<file path="src/rtl/rmvs_pkg.sv">
// Package: widths, formats and sequencer states of the running statistics block.
package rmvs_pkg;

   localparam int SAMPLE_BITS    = 20;
   localparam int COUNT_BITS     = 16;
   localparam int MEAN_FRAC_BITS = 16;
   localparam int CPU_BITS       = 8;
   localparam int MIG_BITS       = 16;
   localparam int SUMSQ_BITS     = 62;
   localparam int VAR_BITS       = 46;
   localparam int VAR_FRAC_BITS  = 8;
   localparam int STD_BITS       = 23;

   localparam int MEAN_BITS  = SAMPLE_BITS + MEAN_FRAC_BITS;
   localparam int HALF_BITS  = MEAN_BITS / 2;
   localparam int PROD_BITS  = 2 * MEAN_BITS;
   localparam int PROD_SHIFT = 2 * MEAN_FRAC_BITS - VAR_FRAC_BITS;
   localparam int INC_BITS   = PROD_BITS - PROD_SHIFT;
   localparam int REM_BITS   = STD_BITS + 3;
   localparam int ITER_BITS  = $clog2(SUMSQ_BITS + 1);
   localparam int MUL_STEPS  = 4;

   localparam logic [COUNT_BITS-1:0] COUNT_MAX = '1;
   localparam logic [MIG_BITS-1:0]   MIG_MAX   = '1;
   localparam logic [SUMSQ_BITS-1:0] SUMSQ_MAX = '1;
   localparam logic [VAR_BITS-1:0]   VAR_MAX   = '1;

   typedef enum logic [3:0] {
      ST_IDLE,
      ST_DIV_MEAN,
      ST_MEAN_UPD,
      ST_DEV2,
      ST_MUL,
      ST_SUMSQ,
      ST_VAR_CHK,
      ST_DIV_VAR,
      ST_VAR_SAT,
      ST_SQRT_LOAD,
      ST_SQRT,
      ST_DONE
   } state_type;

endpackage

</file>
<file path="src/rtl/rmvs_if.sv">
// Interfaces: sample channel, statistics channel and initial cpu write channel.
interface rmvs_req_if;
   logic                              valid;
   logic                              ready;
   logic [rmvs_pkg::SAMPLE_BITS-1:0]  sample_usec;
   logic [rmvs_pkg::CPU_BITS-1:0]     cpu_id;
   modport source (output valid, output sample_usec, output cpu_id, input ready);
   modport sink   (input valid, input sample_usec, input cpu_id, output ready);
endinterface

interface rmvs_rsp_if;
   logic                              valid;
   logic                              ready;
   logic [rmvs_pkg::COUNT_BITS-1:0]   sample_count;
   logic [rmvs_pkg::MEAN_BITS-1:0]    mean_value;
   logic [rmvs_pkg::VAR_BITS-1:0]     variance_value;
   logic [rmvs_pkg::STD_BITS-1:0]     stddev_value;
   logic [rmvs_pkg::SAMPLE_BITS-1:0]  min_value;
   logic [rmvs_pkg::SAMPLE_BITS-1:0]  max_value;
   logic [rmvs_pkg::MIG_BITS-1:0]     migration_count;
   logic                              saturated;
   modport source (output valid, output sample_count, output mean_value,
                   output variance_value, output stddev_value, output min_value,
                   output max_value, output migration_count, output saturated,
                   input ready);
   modport sink   (input valid, input sample_count, input mean_value,
                   input variance_value, input stddev_value, input min_value,
                   input max_value, input migration_count, input saturated,
                   output ready);
endinterface

interface rmvs_csr_if;
   logic                              valid;
   logic                              ready;
   logic [rmvs_pkg::CPU_BITS-1:0]     initial_cpu;
   modport source (output valid, output initial_cpu, input ready);
   modport sink   (input valid, input initial_cpu, output ready);
endinterface

</file>
<file path="src/rtl/running_mean_variance_stats.sv">
// Top level: Welford running mean / variance / stddev with min, max and migration count.
// A new word is taken only in idle, after the previous result is loaded. Steps: accept,
// mean divide, mean update, deviation multiply and add, variance divide, sqrt, load.
// A full count skips the mean path; a count of one skips the variance divide.
// A shared restoring subtract step does both divides and the sqrt. The result waits in an
// output register while the next word runs; an untaken result stalls the final load.
// Synchronous active-high reset clears all statistics; last cpu resets to zero.
module running_mean_variance_stats (
   input  logic        clock,
   input  logic        reset,
   rmvs_req_if.sink    req_ch,
   rmvs_rsp_if.source  rsp_ch,
   rmvs_csr_if.sink    csr_ch
);

   rmvs_pkg::state_type state_ff, state_in;

   logic [rmvs_pkg::COUNT_BITS-1:0]  count_ff;
   logic [rmvs_pkg::MEAN_BITS-1:0]   mean_ff;
   logic [rmvs_pkg::SUMSQ_BITS-1:0]  sumsq_ff;
   logic [rmvs_pkg::SAMPLE_BITS-1:0] min_ff;
   logic [rmvs_pkg::SAMPLE_BITS-1:0] max_ff;
   logic [rmvs_pkg::CPU_BITS-1:0]    last_cpu_ff;
   logic [rmvs_pkg::MIG_BITS-1:0]    mig_ff;
   logic                             rsp_valid_ff;

   logic [rmvs_pkg::SAMPLE_BITS-1:0] x_ff;
   logic                             up_ff;
   logic [rmvs_pkg::MEAN_BITS-1:0]   d1_ff;
   logic [rmvs_pkg::MEAN_BITS-1:0]   d2_ff;
   logic [rmvs_pkg::SUMSQ_BITS-1:0]  src_ff;
   logic [rmvs_pkg::REM_BITS-1:0]    rem_ff;
   logic [rmvs_pkg::SUMSQ_BITS-1:0]  q_ff;
   logic [rmvs_pkg::ITER_BITS-1:0]   iter_ff;
   logic [rmvs_pkg::MEAN_BITS-1:0]   mul_ff;
   logic [1:0]                       mul_sel_ff;
   logic [rmvs_pkg::PROD_BITS-1:0]   acc_ff;
   logic [rmvs_pkg::VAR_BITS-1:0]    var_ff;

   logic [rmvs_pkg::COUNT_BITS-1:0]  rsp_count_ff;
   logic [rmvs_pkg::MEAN_BITS-1:0]   rsp_mean_ff;
   logic [rmvs_pkg::VAR_BITS-1:0]    rsp_var_ff;
   logic [rmvs_pkg::STD_BITS-1:0]    rsp_std_ff;
   logic [rmvs_pkg::SAMPLE_BITS-1:0] rsp_min_ff;
   logic [rmvs_pkg::SAMPLE_BITS-1:0] rsp_max_ff;
   logic [rmvs_pkg::MIG_BITS-1:0]    rsp_mig_ff;
   logic                             rsp_sat_ff;

   // sequencer outputs
   logic req_ready;
   logic accept;
   logic div_step;
   logic sqrt_step;
   logic out_load;
   logic csr_write;

   // datapath
   logic                             active;
   logic [rmvs_pkg::MEAN_BITS-1:0]   xf_new;
   logic [rmvs_pkg::MEAN_BITS-1:0]   xf_cur;
   logic                             up_new;
   logic [rmvs_pkg::MEAN_BITS-1:0]   d1_new;
   logic [rmvs_pkg::REM_BITS-1:0]    rem_shift;
   logic [rmvs_pkg::REM_BITS-1:0]    sub_b;
   logic [rmvs_pkg::REM_BITS:0]      diff;
   logic                             fits;
   logic [rmvs_pkg::MEAN_BITS-1:0]   step;
   logic [rmvs_pkg::MEAN_BITS-1:0]   mul_a;
   logic [rmvs_pkg::MEAN_BITS-1:0]   mul_b;
   logic [rmvs_pkg::PROD_BITS-1:0]   mul_term;
   logic [rmvs_pkg::SUMSQ_BITS:0]    sumsq_sum;
   logic                             iter_last;

   assign active = (count_ff != rmvs_pkg::COUNT_MAX);
   assign xf_new = {req_ch.sample_usec, {rmvs_pkg::MEAN_FRAC_BITS{1'b0}}};
   assign xf_cur = {x_ff, {rmvs_pkg::MEAN_FRAC_BITS{1'b0}}};
   assign up_new = (xf_new >= mean_ff);
   assign d1_new = up_new ? (xf_new - mean_ff) : (mean_ff - xf_new);
   assign iter_last = (iter_ff == '0);
   assign step = q_ff[rmvs_pkg::MEAN_BITS-1:0];

   // shared restoring step: one quotient bit or one root bit per cycle
   always_comb begin
      if (sqrt_step) begin
         rem_shift = {rem_ff[rmvs_pkg::REM_BITS-3:0],
                      src_ff[rmvs_pkg::SUMSQ_BITS-1 -: 2]};
         sub_b     = {1'b0, q_ff[rmvs_pkg::STD_BITS-1:0], 2'b01};
      end else begin
         rem_shift = {rem_ff[rmvs_pkg::REM_BITS-2:0], src_ff[rmvs_pkg::SUMSQ_BITS-1]};
         sub_b     = rmvs_pkg::REM_BITS'(count_ff);
      end
      diff = {1'b0, rem_shift} - {1'b0, sub_b};
      fits = !diff[rmvs_pkg::REM_BITS];
   end

   // partial products of the 36x36 deviation product, 18x18 each
   always_comb begin
      case (iter_ff[1:0])
         2'd0: begin
            mul_a = rmvs_pkg::MEAN_BITS'(d1_ff[rmvs_pkg::HALF_BITS-1:0]);
            mul_b = rmvs_pkg::MEAN_BITS'(d2_ff[rmvs_pkg::HALF_BITS-1:0]);
         end
         2'd1: begin
            mul_a = rmvs_pkg::MEAN_BITS'(d1_ff[rmvs_pkg::HALF_BITS-1:0]);
            mul_b = rmvs_pkg::MEAN_BITS'(d2_ff[rmvs_pkg::MEAN_BITS-1:rmvs_pkg::HALF_BITS]);
         end
         2'd2: begin
            mul_a = rmvs_pkg::MEAN_BITS'(d1_ff[rmvs_pkg::MEAN_BITS-1:rmvs_pkg::HALF_BITS]);
            mul_b = rmvs_pkg::MEAN_BITS'(d2_ff[rmvs_pkg::HALF_BITS-1:0]);
         end
         default: begin
            mul_a = rmvs_pkg::MEAN_BITS'(d1_ff[rmvs_pkg::MEAN_BITS-1:rmvs_pkg::HALF_BITS]);
            mul_b = rmvs_pkg::MEAN_BITS'(d2_ff[rmvs_pkg::MEAN_BITS-1:rmvs_pkg::HALF_BITS]);
         end
      endcase
   end

   always_comb begin
      case (mul_sel_ff) inside
         2'd0:       mul_term = rmvs_pkg::PROD_BITS'(mul_ff);
         2'd1, 2'd2: mul_term = rmvs_pkg::PROD_BITS'(mul_ff) << rmvs_pkg::HALF_BITS;
         default:    mul_term = rmvs_pkg::PROD_BITS'(mul_ff) << rmvs_pkg::MEAN_BITS;
      endcase
   end

   assign sumsq_sum = {1'b0, sumsq_ff}
                    + (rmvs_pkg::SUMSQ_BITS + 1)'(acc_ff[rmvs_pkg::PROD_BITS-1:rmvs_pkg::PROD_SHIFT]);

   // next state
   always_comb begin
      state_in = state_ff;
      unique case (state_ff)
         rmvs_pkg::ST_IDLE:
            if (req_ch.valid) begin
               state_in = active ? rmvs_pkg::ST_DIV_MEAN : rmvs_pkg::ST_VAR_CHK;
            end
         rmvs_pkg::ST_DIV_MEAN:
            if (iter_last) begin
               state_in = rmvs_pkg::ST_MEAN_UPD;
            end
         rmvs_pkg::ST_MEAN_UPD:  state_in = rmvs_pkg::ST_DEV2;
         rmvs_pkg::ST_DEV2:      state_in = rmvs_pkg::ST_MUL;
         rmvs_pkg::ST_MUL:
            if (iter_ff == rmvs_pkg::ITER_BITS'(rmvs_pkg::MUL_STEPS)) begin
               state_in = rmvs_pkg::ST_SUMSQ;
            end
         rmvs_pkg::ST_SUMSQ:     state_in = rmvs_pkg::ST_VAR_CHK;
         rmvs_pkg::ST_VAR_CHK:
            state_in = (count_ff > rmvs_pkg::COUNT_BITS'(1)) ? rmvs_pkg::ST_DIV_VAR
                                                             : rmvs_pkg::ST_SQRT_LOAD;
         rmvs_pkg::ST_DIV_VAR:
            if (iter_last) begin
               state_in = rmvs_pkg::ST_VAR_SAT;
            end
         rmvs_pkg::ST_VAR_SAT:   state_in = rmvs_pkg::ST_SQRT_LOAD;
         rmvs_pkg::ST_SQRT_LOAD: state_in = rmvs_pkg::ST_SQRT;
         rmvs_pkg::ST_SQRT:
            if (iter_last) begin
               state_in = rmvs_pkg::ST_DONE;
            end
         rmvs_pkg::ST_DONE:
            if (!rsp_valid_ff || rsp_ch.ready) begin
               state_in = rmvs_pkg::ST_IDLE;
            end
         default: state_in = rmvs_pkg::ST_IDLE;
      endcase
   end

   // sequencer outputs
   always_comb begin
      req_ready = 1'b0;
      div_step  = 1'b0;
      sqrt_step = 1'b0;
      out_load  = 1'b0;
      unique case (state_ff)
         rmvs_pkg::ST_IDLE:     req_ready = 1'b1;
         rmvs_pkg::ST_DIV_MEAN: div_step  = 1'b1;
         rmvs_pkg::ST_DIV_VAR:  div_step  = 1'b1;
         rmvs_pkg::ST_SQRT:     sqrt_step = 1'b1;
         rmvs_pkg::ST_DONE:     out_load  = !rsp_valid_ff || rsp_ch.ready;
         default: ;
      endcase
   end

   assign accept       = req_ch.valid && req_ready;
   assign csr_write    = csr_ch.valid;
   assign req_ch.ready = req_ready;
   assign csr_ch.ready = 1'b1;

   // statistics and control
   always_ff @(posedge clock) begin
      if (reset) begin
         state_ff     <= rmvs_pkg::ST_IDLE;
         rsp_valid_ff <= 1'b0;
         count_ff     <= '0;
         mean_ff      <= '0;
         sumsq_ff     <= '0;
         min_ff       <= '1;
         max_ff       <= '0;
         last_cpu_ff  <= '0;
         mig_ff       <= '0;
      end else begin
         state_ff <= state_in;
         if (out_load) begin
            rsp_valid_ff <= 1'b1;
         end else if (rsp_ch.ready) begin
            rsp_valid_ff <= 1'b0;
         end
         if (accept) begin
            if (req_ch.cpu_id != last_cpu_ff) begin
               last_cpu_ff <= req_ch.cpu_id;
               if (mig_ff != rmvs_pkg::MIG_MAX) begin
                  mig_ff <= mig_ff + rmvs_pkg::MIG_BITS'(1);
               end
            end
            if (active) begin
               count_ff <= count_ff + rmvs_pkg::COUNT_BITS'(1);
               if (req_ch.sample_usec < min_ff) begin
                  min_ff <= req_ch.sample_usec;
               end
               if (req_ch.sample_usec > max_ff) begin
                  max_ff <= req_ch.sample_usec;
               end
            end
         end else if (csr_write && count_ff == '0) begin
            last_cpu_ff <= csr_ch.initial_cpu;
         end
         if (state_ff == rmvs_pkg::ST_MEAN_UPD) begin
            mean_ff <= up_ff ? (mean_ff + step) : (mean_ff - step);
         end
         if (state_ff == rmvs_pkg::ST_SUMSQ) begin
            sumsq_ff <= sumsq_sum[rmvs_pkg::SUMSQ_BITS] ? rmvs_pkg::SUMSQ_MAX
                                                        : sumsq_sum[rmvs_pkg::SUMSQ_BITS-1:0];
         end
      end
   end

   // working registers of the shared unit
   always_ff @(posedge clock) begin
      if (div_step || sqrt_step) begin
         rem_ff  <= fits ? diff[rmvs_pkg::REM_BITS-1:0] : rem_shift;
         q_ff    <= {q_ff[rmvs_pkg::SUMSQ_BITS-2:0], fits};
         src_ff  <= sqrt_step ? (src_ff << 2) : (src_ff << 1);
         iter_ff <= iter_ff - rmvs_pkg::ITER_BITS'(1);
      end
      unique case (state_ff)
         rmvs_pkg::ST_IDLE:
            if (accept) begin
               x_ff    <= req_ch.sample_usec;
               up_ff   <= up_new;
               d1_ff   <= d1_new;
               src_ff  <= {d1_new, {(rmvs_pkg::SUMSQ_BITS - rmvs_pkg::MEAN_BITS){1'b0}}};
               rem_ff  <= '0;
               q_ff    <= '0;
               iter_ff <= rmvs_pkg::ITER_BITS'(rmvs_pkg::MEAN_BITS - 1);
            end
         rmvs_pkg::ST_DEV2: begin
            d2_ff   <= up_ff ? (xf_cur - mean_ff) : (mean_ff - xf_cur);
            acc_ff  <= '0;
            iter_ff <= '0;
         end
         rmvs_pkg::ST_MUL: begin
            if (iter_ff != rmvs_pkg::ITER_BITS'(rmvs_pkg::MUL_STEPS)) begin
               mul_ff     <= mul_a * mul_b;
               mul_sel_ff <= iter_ff[1:0];
            end
            if (iter_ff != '0) begin
               acc_ff <= acc_ff + mul_term;
            end
            iter_ff <= iter_ff + rmvs_pkg::ITER_BITS'(1);
         end
         rmvs_pkg::ST_VAR_CHK: begin
            src_ff  <= sumsq_ff;
            rem_ff  <= '0;
            q_ff    <= '0;
            iter_ff <= rmvs_pkg::ITER_BITS'(rmvs_pkg::SUMSQ_BITS - 1);
            var_ff  <= '0;
         end
         rmvs_pkg::ST_VAR_SAT:
            var_ff <= (q_ff[rmvs_pkg::SUMSQ_BITS-1:rmvs_pkg::VAR_BITS] != '0)
                      ? rmvs_pkg::VAR_MAX : q_ff[rmvs_pkg::VAR_BITS-1:0];
         rmvs_pkg::ST_SQRT_LOAD: begin
            src_ff  <= {var_ff, {(rmvs_pkg::SUMSQ_BITS - rmvs_pkg::VAR_BITS){1'b0}}};
            rem_ff  <= '0;
            q_ff    <= '0;
            iter_ff <= rmvs_pkg::ITER_BITS'(rmvs_pkg::STD_BITS - 1);
         end
         default: ;
      endcase
      if (out_load) begin
         rsp_count_ff <= count_ff;
         rsp_mean_ff  <= mean_ff;
         rsp_var_ff   <= var_ff;
         rsp_std_ff   <= q_ff[rmvs_pkg::STD_BITS-1:0];
         rsp_min_ff   <= min_ff;
         rsp_max_ff   <= max_ff;
         rsp_mig_ff   <= mig_ff;
         rsp_sat_ff   <= (count_ff == rmvs_pkg::COUNT_MAX);
      end
   end

   assign rsp_ch.valid           = rsp_valid_ff;
   assign rsp_ch.sample_count    = rsp_count_ff;
   assign rsp_ch.mean_value      = rsp_mean_ff;
   assign rsp_ch.variance_value  = rsp_var_ff;
   assign rsp_ch.stddev_value    = rsp_std_ff;
   assign rsp_ch.min_value       = rsp_min_ff;
   assign rsp_ch.max_value       = rsp_max_ff;
   assign rsp_ch.migration_count = rsp_mig_ff;
   assign rsp_ch.saturated       = rsp_sat_ff;

   a_accept_leaves_idle: assert property (@(posedge clock) disable iff (reset)
      accept |=> state_ff != rmvs_pkg::ST_IDLE)
      else $error("sequencer stayed idle after accepting a word");

   a_divisor_nonzero: assert property (@(posedge clock) disable iff (reset)
      (state_ff == rmvs_pkg::ST_DIV_MEAN || state_ff == rmvs_pkg::ST_DIV_VAR)
      |-> count_ff != '0)
      else $error("divide started with zero count");

   a_min_le_max: assert property (@(posedge clock) disable iff (reset)
      (count_ff != '0) |-> min_ff <= max_ff)
      else $error("min above max");

   a_mig_monotonic: assert property (@(posedge clock) disable iff (reset)
      1'b1 |=> mig_ff >= $past(mig_ff))
      else $error("migration count went down");

   a_result_not_overwritten: assert property (@(posedge clock) disable iff (reset)
      (rsp_valid_ff && !rsp_ch.ready) |-> !out_load)
      else $error("result register reloaded while a word was stalled");

endmodule
</file>
<file path="src/flat_wrapper.sv">
// flat-port wrapper written by rule: the top's interface ports become plain ports
module running_mean_variance_stats_flat 
  (clock, reset, req_ch_valid, req_ch_sample_usec, req_ch_cpu_id, req_ch_ready, rsp_ch_valid, rsp_ch_sample_count, rsp_ch_mean_value, rsp_ch_variance_value, rsp_ch_stddev_value, rsp_ch_min_value, rsp_ch_max_value, rsp_ch_migration_count, rsp_ch_saturated, rsp_ch_ready, csr_ch_valid, csr_ch_initial_cpu, csr_ch_ready);
  rmvs_req_if req_ch_i ();
  rmvs_rsp_if rsp_ch_i ();
  rmvs_csr_if csr_ch_i ();
  input  logic clock;
  input  logic reset;
  input wire logic [$bits(req_ch_i.valid)-1:0] req_ch_valid;
  input wire logic [$bits(req_ch_i.sample_usec)-1:0] req_ch_sample_usec;
  input wire logic [$bits(req_ch_i.cpu_id)-1:0] req_ch_cpu_id;
  output wire logic [$bits(req_ch_i.ready)-1:0] req_ch_ready;
  output wire logic [$bits(rsp_ch_i.valid)-1:0] rsp_ch_valid;
  output wire logic [$bits(rsp_ch_i.sample_count)-1:0] rsp_ch_sample_count;
  output wire logic [$bits(rsp_ch_i.mean_value)-1:0] rsp_ch_mean_value;
  output wire logic [$bits(rsp_ch_i.variance_value)-1:0] rsp_ch_variance_value;
  output wire logic [$bits(rsp_ch_i.stddev_value)-1:0] rsp_ch_stddev_value;
  output wire logic [$bits(rsp_ch_i.min_value)-1:0] rsp_ch_min_value;
  output wire logic [$bits(rsp_ch_i.max_value)-1:0] rsp_ch_max_value;
  output wire logic [$bits(rsp_ch_i.migration_count)-1:0] rsp_ch_migration_count;
  output wire logic [$bits(rsp_ch_i.saturated)-1:0] rsp_ch_saturated;
  input wire logic [$bits(rsp_ch_i.ready)-1:0] rsp_ch_ready;
  input wire logic [$bits(csr_ch_i.valid)-1:0] csr_ch_valid;
  input wire logic [$bits(csr_ch_i.initial_cpu)-1:0] csr_ch_initial_cpu;
  output wire logic [$bits(csr_ch_i.ready)-1:0] csr_ch_ready;
  assign req_ch_i.valid = req_ch_valid;
  assign req_ch_i.sample_usec = req_ch_sample_usec;
  assign req_ch_i.cpu_id = req_ch_cpu_id;
  assign req_ch_ready = req_ch_i.ready;
  assign rsp_ch_valid = rsp_ch_i.valid;
  assign rsp_ch_sample_count = rsp_ch_i.sample_count;
  assign rsp_ch_mean_value = rsp_ch_i.mean_value;
  assign rsp_ch_variance_value = rsp_ch_i.variance_value;
  assign rsp_ch_stddev_value = rsp_ch_i.stddev_value;
  assign rsp_ch_min_value = rsp_ch_i.min_value;
  assign rsp_ch_max_value = rsp_ch_i.max_value;
  assign rsp_ch_migration_count = rsp_ch_i.migration_count;
  assign rsp_ch_saturated = rsp_ch_i.saturated;
  assign rsp_ch_i.ready = rsp_ch_ready;
  assign csr_ch_i.valid = csr_ch_valid;
  assign csr_ch_i.initial_cpu = csr_ch_initial_cpu;
  assign csr_ch_ready = csr_ch_i.ready;
  running_mean_variance_stats u_core (.clock(clock), .reset(reset), .req_ch(req_ch_i), .rsp_ch(rsp_ch_i), .csr_ch(csr_ch_i));
endmodule
</file>
<file path="config.mk">
export PLATFORM = sky130hd
export DESIGN_NAME = running_mean_variance_stats_flat
export DESIGN_NICKNAME = d
export VERILOG_FILES = /design/src/rtl/rmvs_pkg.sv /design/src/rtl/rmvs_if.sv /design/src/rtl/running_mean_variance_stats.sv /design/src/flat_wrapper.sv
export SDC_FILE = /design/constraint.sdc
export NUM_CORES = 2
export LEC_CHECK = 0
export ABC_AREA = 1
export BUFFER_PORTS_ARGS = -buffer_cell sky130_fd_sc_hd__buf_2
export CORE_MARGIN = 2
export CORE_UTILIZATION = 45
export CTS_CLUSTER_SIZE = 40
export DETAILED_ROUTE_END_ITERATION = 10
export GPL_ROUTABILITY_DRIVEN = 0
export HOLD_SLACK_MARGIN = 0.1
export PLACE_DENSITY = 0.61
export SLEW_MARGIN = 10
export SYNTH_ARGS = -nofsm -noshare
export SYNTH_HDL_FRONTEND = slang
export SYNTH_SLANG_ARGS = --single-unit
</file>
<file path="constraint.sdc">
create_clock -name clock -period 10.5 [get_ports clock]
set_clock_uncertainty 0.05 [all_clocks]
set_input_delay 1.05 -clock clock [delete_from_list [all_inputs] [get_ports clock]]
set_output_delay 1.05 -clock clock [all_outputs]
set_load 0.02 [all_outputs]
</file>
==> metrics.md <==
| Metric | Value |
|---|---|
| Area share of the largest cell type after synthesis | a little over a fifth |
| Effective utilization at floorplan | 45.4% |
| # resized after CTS | 0 |
| Sink Count | around 770 |
| Critical path type | reg -> reg |
| CTS Hold Bufs | 0 |
| Via Count | slightly below 60000 |
| CP most frequent cell | fa_1 |
| Asr flop ratio synth | 0% |
| Setup crit end kind | flop |
| Main synth FF type | edfxtp_1 |
| Placement Rows | about 140 |
| Post-synth cell types | 63 |
| Worst path buffer plus inverter count | 4 |
| Synth-to-Final Area Change | 9.70% |
| CTS tree | built |
| Final hold violation count | 0 |
| Multi-input logic area | around 0.036 sq mm |
| Register area share after synthesis | between 30% and 40% |
| Mean Syn Cell Area | around 7.3 sq um |
| Max frequency | between 100 and 150 MHz |
| Outcome | finished, final reports clean |
| Worst skew pair latency | roughly 710 ps |
| Via-to-Cell Ratio | between 5 and 6 |
| Hold WC Path Type | reg -> reg |
| Crit-path cells | inv_1 > ha_1 > nor2_2 > buf_4 > nand2_1 > o21ai_1 > inv_1 > nand2_1 > fa_1 > inv_1 > fa_1 > fa_1 > fa_1 > fa_1 > fa_1 > ha_1 > a21oi_1 > nand2_1 > o21bai_1 > a21oi_1 > o21ai_0 > nand3_1 > nand2_1 > xor2_1 |
| Number of global-route vias before repair | between 50000 and 60000 |
| Worst relative slew slack | 16.4% |
| Setup-failing EPs final | 0 |
| CP max stage delay | roughly 520 ps |
| Syn Inst Count | roughly 8400 |
| Pins Over Slew Limit | 0 |
| HPWL after DPL | between 150000 and 200000 um |
| Final WL | about 230000 um |
| First-pass GRT wire length | between 300000 and 400000 um |
| Netlist Area Pre-Place | between 0.06 and 0.07 sq mm |
| DRC violations left | 0 |
| H-tree depth | 3 |
| Wire per inst | approximately 22 um |
| Top-count cell post-synth | nand2_1 |
| Period utilization | just over 70% |
| Synthesis-stage register bit count | 765 |
| Drt first pass iters | 9 |
| Die H | approximately 370 um |
| Critical Path RT | 10890 ps |
| Root Buffer | clkbuf_16 |
| Crit path DAT | 8020 ps |
| Share of cells above drive strength 1 | under 10% |
| Synth top area cells | edfxtp_1, nand2_1, dfxtp_1 |
| Max Fanout on Critical Path | 36 |
| Nets@finish | 9234 |
| Width of the chip | ~370 um |
| Unrepaired setup endpoints after global routing | false |
| Reg area | ~0.02 sq mm |
| Total GRT Usage | a little under a third |
| Max Cap Violations | 0 |
| Clk slew on worst S/H paths | roughly 60 ps |
| Core Region | approximately 0.14 sq mm |
| Synth area leader | edfxtp_1 |
| Die ar. | between 0.1 and 0.15 sq mm |
| Fillers | around 13000 |
| Initial antenna violation count | 5 |
| Postcts setup bufs | 0 |
| Number of synthesized flops with an enable pin | 427 |
| Port buffer count | between 200 and 250 |
| CTS Buffer Depth | 3 |
| Largest net degree at the start of global routing | approximately 150 |
| Family with the most delay on the worst path | adder cells |
| ANT nets after route | 0 |
| Synth Net Count | 9107 |
| Slowest cell on the critical path | fa_1 |
| Crit path time final | 7620 ps |
| CP Launch Type | flop |
| Congestion Overflow GR | 0 |
| Top post-synthesis cells by count | nand2_1, inv_1, nor2_1 |
| Worst slew pin tran | roughly 1200 ps |
| First-iteration detailed-routing DRC count | ~6500 |
| Sum of negative setup slack | 0 ps |
| I/O pins | roughly 220 |
| CTS Buf Count | between 90 and 100 |
| Ys Warns | 0 |
==> cells in the final DEF (no fill, tap or decap), types with 15 or more instances in the layout <==
master     netlist  routed
nor4_1          25      25
nor3_1         120     120
a31oi_1         32      32
a21oi_1        658     657
nand2_1       1878    1877
o21ai_2         23      23
xnor2_1         60      60
fa_1           262     262
clkbuf_1       131      17
a21o_1          29      29
clkbuf_16        0      94
o31ai_1         20      20
ha_1           415     415
buf_2           66     220
o211ai_1        66      66
edfxtp_1       427     427
inv_1         1362    1361
o21ai_0        630     628
o21bai_1        49      49
xor2_1         145     145
buf_4           12      50
dfxtp_1        338     338
nor2_1         967     960
o21ai_1         38      39
inv_2           20      20
bufinv_16        0      15
o21a_1          24      24
o22ai_1         23      23
nand3_1        295     295
nand4_1         80      80
==> state kept, by name, indices dropped and copies added, names as in the netlist, 23 cells and up <==
register and cells:
u_core.sumsq_ff 62, u_core.rsp_ch.mean_value 36, u_core.mean_ff 36, u_core.rsp_ch.variance_value 46, u_core.rem_ff 25, u_core.rsp_ch.stddev_value 23
u_core.d1_ff 36, u_core.mul_ff 36, u_core.var_ff 46, u_core.src_ff 62, u_core.q_ff 62, u_core.d2_ff 36
u_core.acc_ff 72
==> logic make-up after synthesis <==
family                   Yosys count  share of synthesized area [%]
AND/OR/NAND/NOR                 3453                           23.0
AO/OA/AOI/OAI                   1661                           15.0
buffers and inverters           1627                           10.3
flip-flops                       765                           31.9
adder cells (fa/ha/maj)          677                           17.0
XOR/XNOR                         205                           2.92
other                              1                        0.00610
==> worst paths after layout <==
kind | startpoint | to | slack [ps] | depth (start not counted)
max reg2reg | u_core.iter_ff[0] | u_core.mul_ff[30] | 2880 | 24
min | u_core.mig_ff[5] | u_core.rsp_ch.migration_count[5] | 390 | 0
max | u_core.iter_ff[0] | u_core.mul_ff[30] | 2880 | 24
min reg2reg | u_core.mig_ff[5] | u_core.rsp_ch.migration_count[5] | 390 | 0
==> worst reg2reg max path: cells and delay by family, from the launching register on <==
| kind | cells | cell delay (ps) |
|---|---|---|
| and+or+nand+nor | 6 | 710 |
| xor gates and xnor gates | 1 | 140 |
| AOI/OAI and AO/OA | 5 | 1460 |
| buffers and inverters | 4 | 1050 |
| DFF | 1 | 450 |
| adders and majority gates | 8 | 3500 |
==> stage by stage <==
stage          util, %  area, sq um  cells  hold slack, ps  setup WS (ps)
2_1_floorplan        -        61500   8389             353           1290
3_3_place_gp      47.4        64200  10200             379           2980
3_5_place_dp      47.4        64200  10200             381           2970
4_1_cts           49.8        67400  10400             394           2960
5_1_grt           49.8        67400  10400             390           2460
6_report          49.8        67400  10400             390           2880
==> area by class of cell <==
class / instances / share of cell area (%)
multi-input cells: 5997 / 52.9
flip-flops and latches: 765 / 29.1
diodes: 4 / 0.0148
repair buffers: 271 / 2.22
clock buffers: 118 / 3.73
inverters: 1390 / 7.74
clock inverters: 52 / 1.06
well taps: 1781 / 3.31
==> routing by layer <==
| layer | track usage, % | part of all wire, % | wire, um | vias up |
|---|---|---|---|---|
| met5 | 0 | 0.0057 | 13 | - |
| met4 | 20.4 | 7.8 | 17800 | 2 |
| met3 | 5.94 | 8.8 | 20000 | 681 |
| met2 | 50.1 | 44 | 100000 | 2867 |
| met1 | 39.7 | 39 | 89400 | 27400 |
| li1 | - | - | - | 27500 |
Power is not shown: default switching activity piles up to over one toggle a cycle in this logic, so the estimate is an artifact.
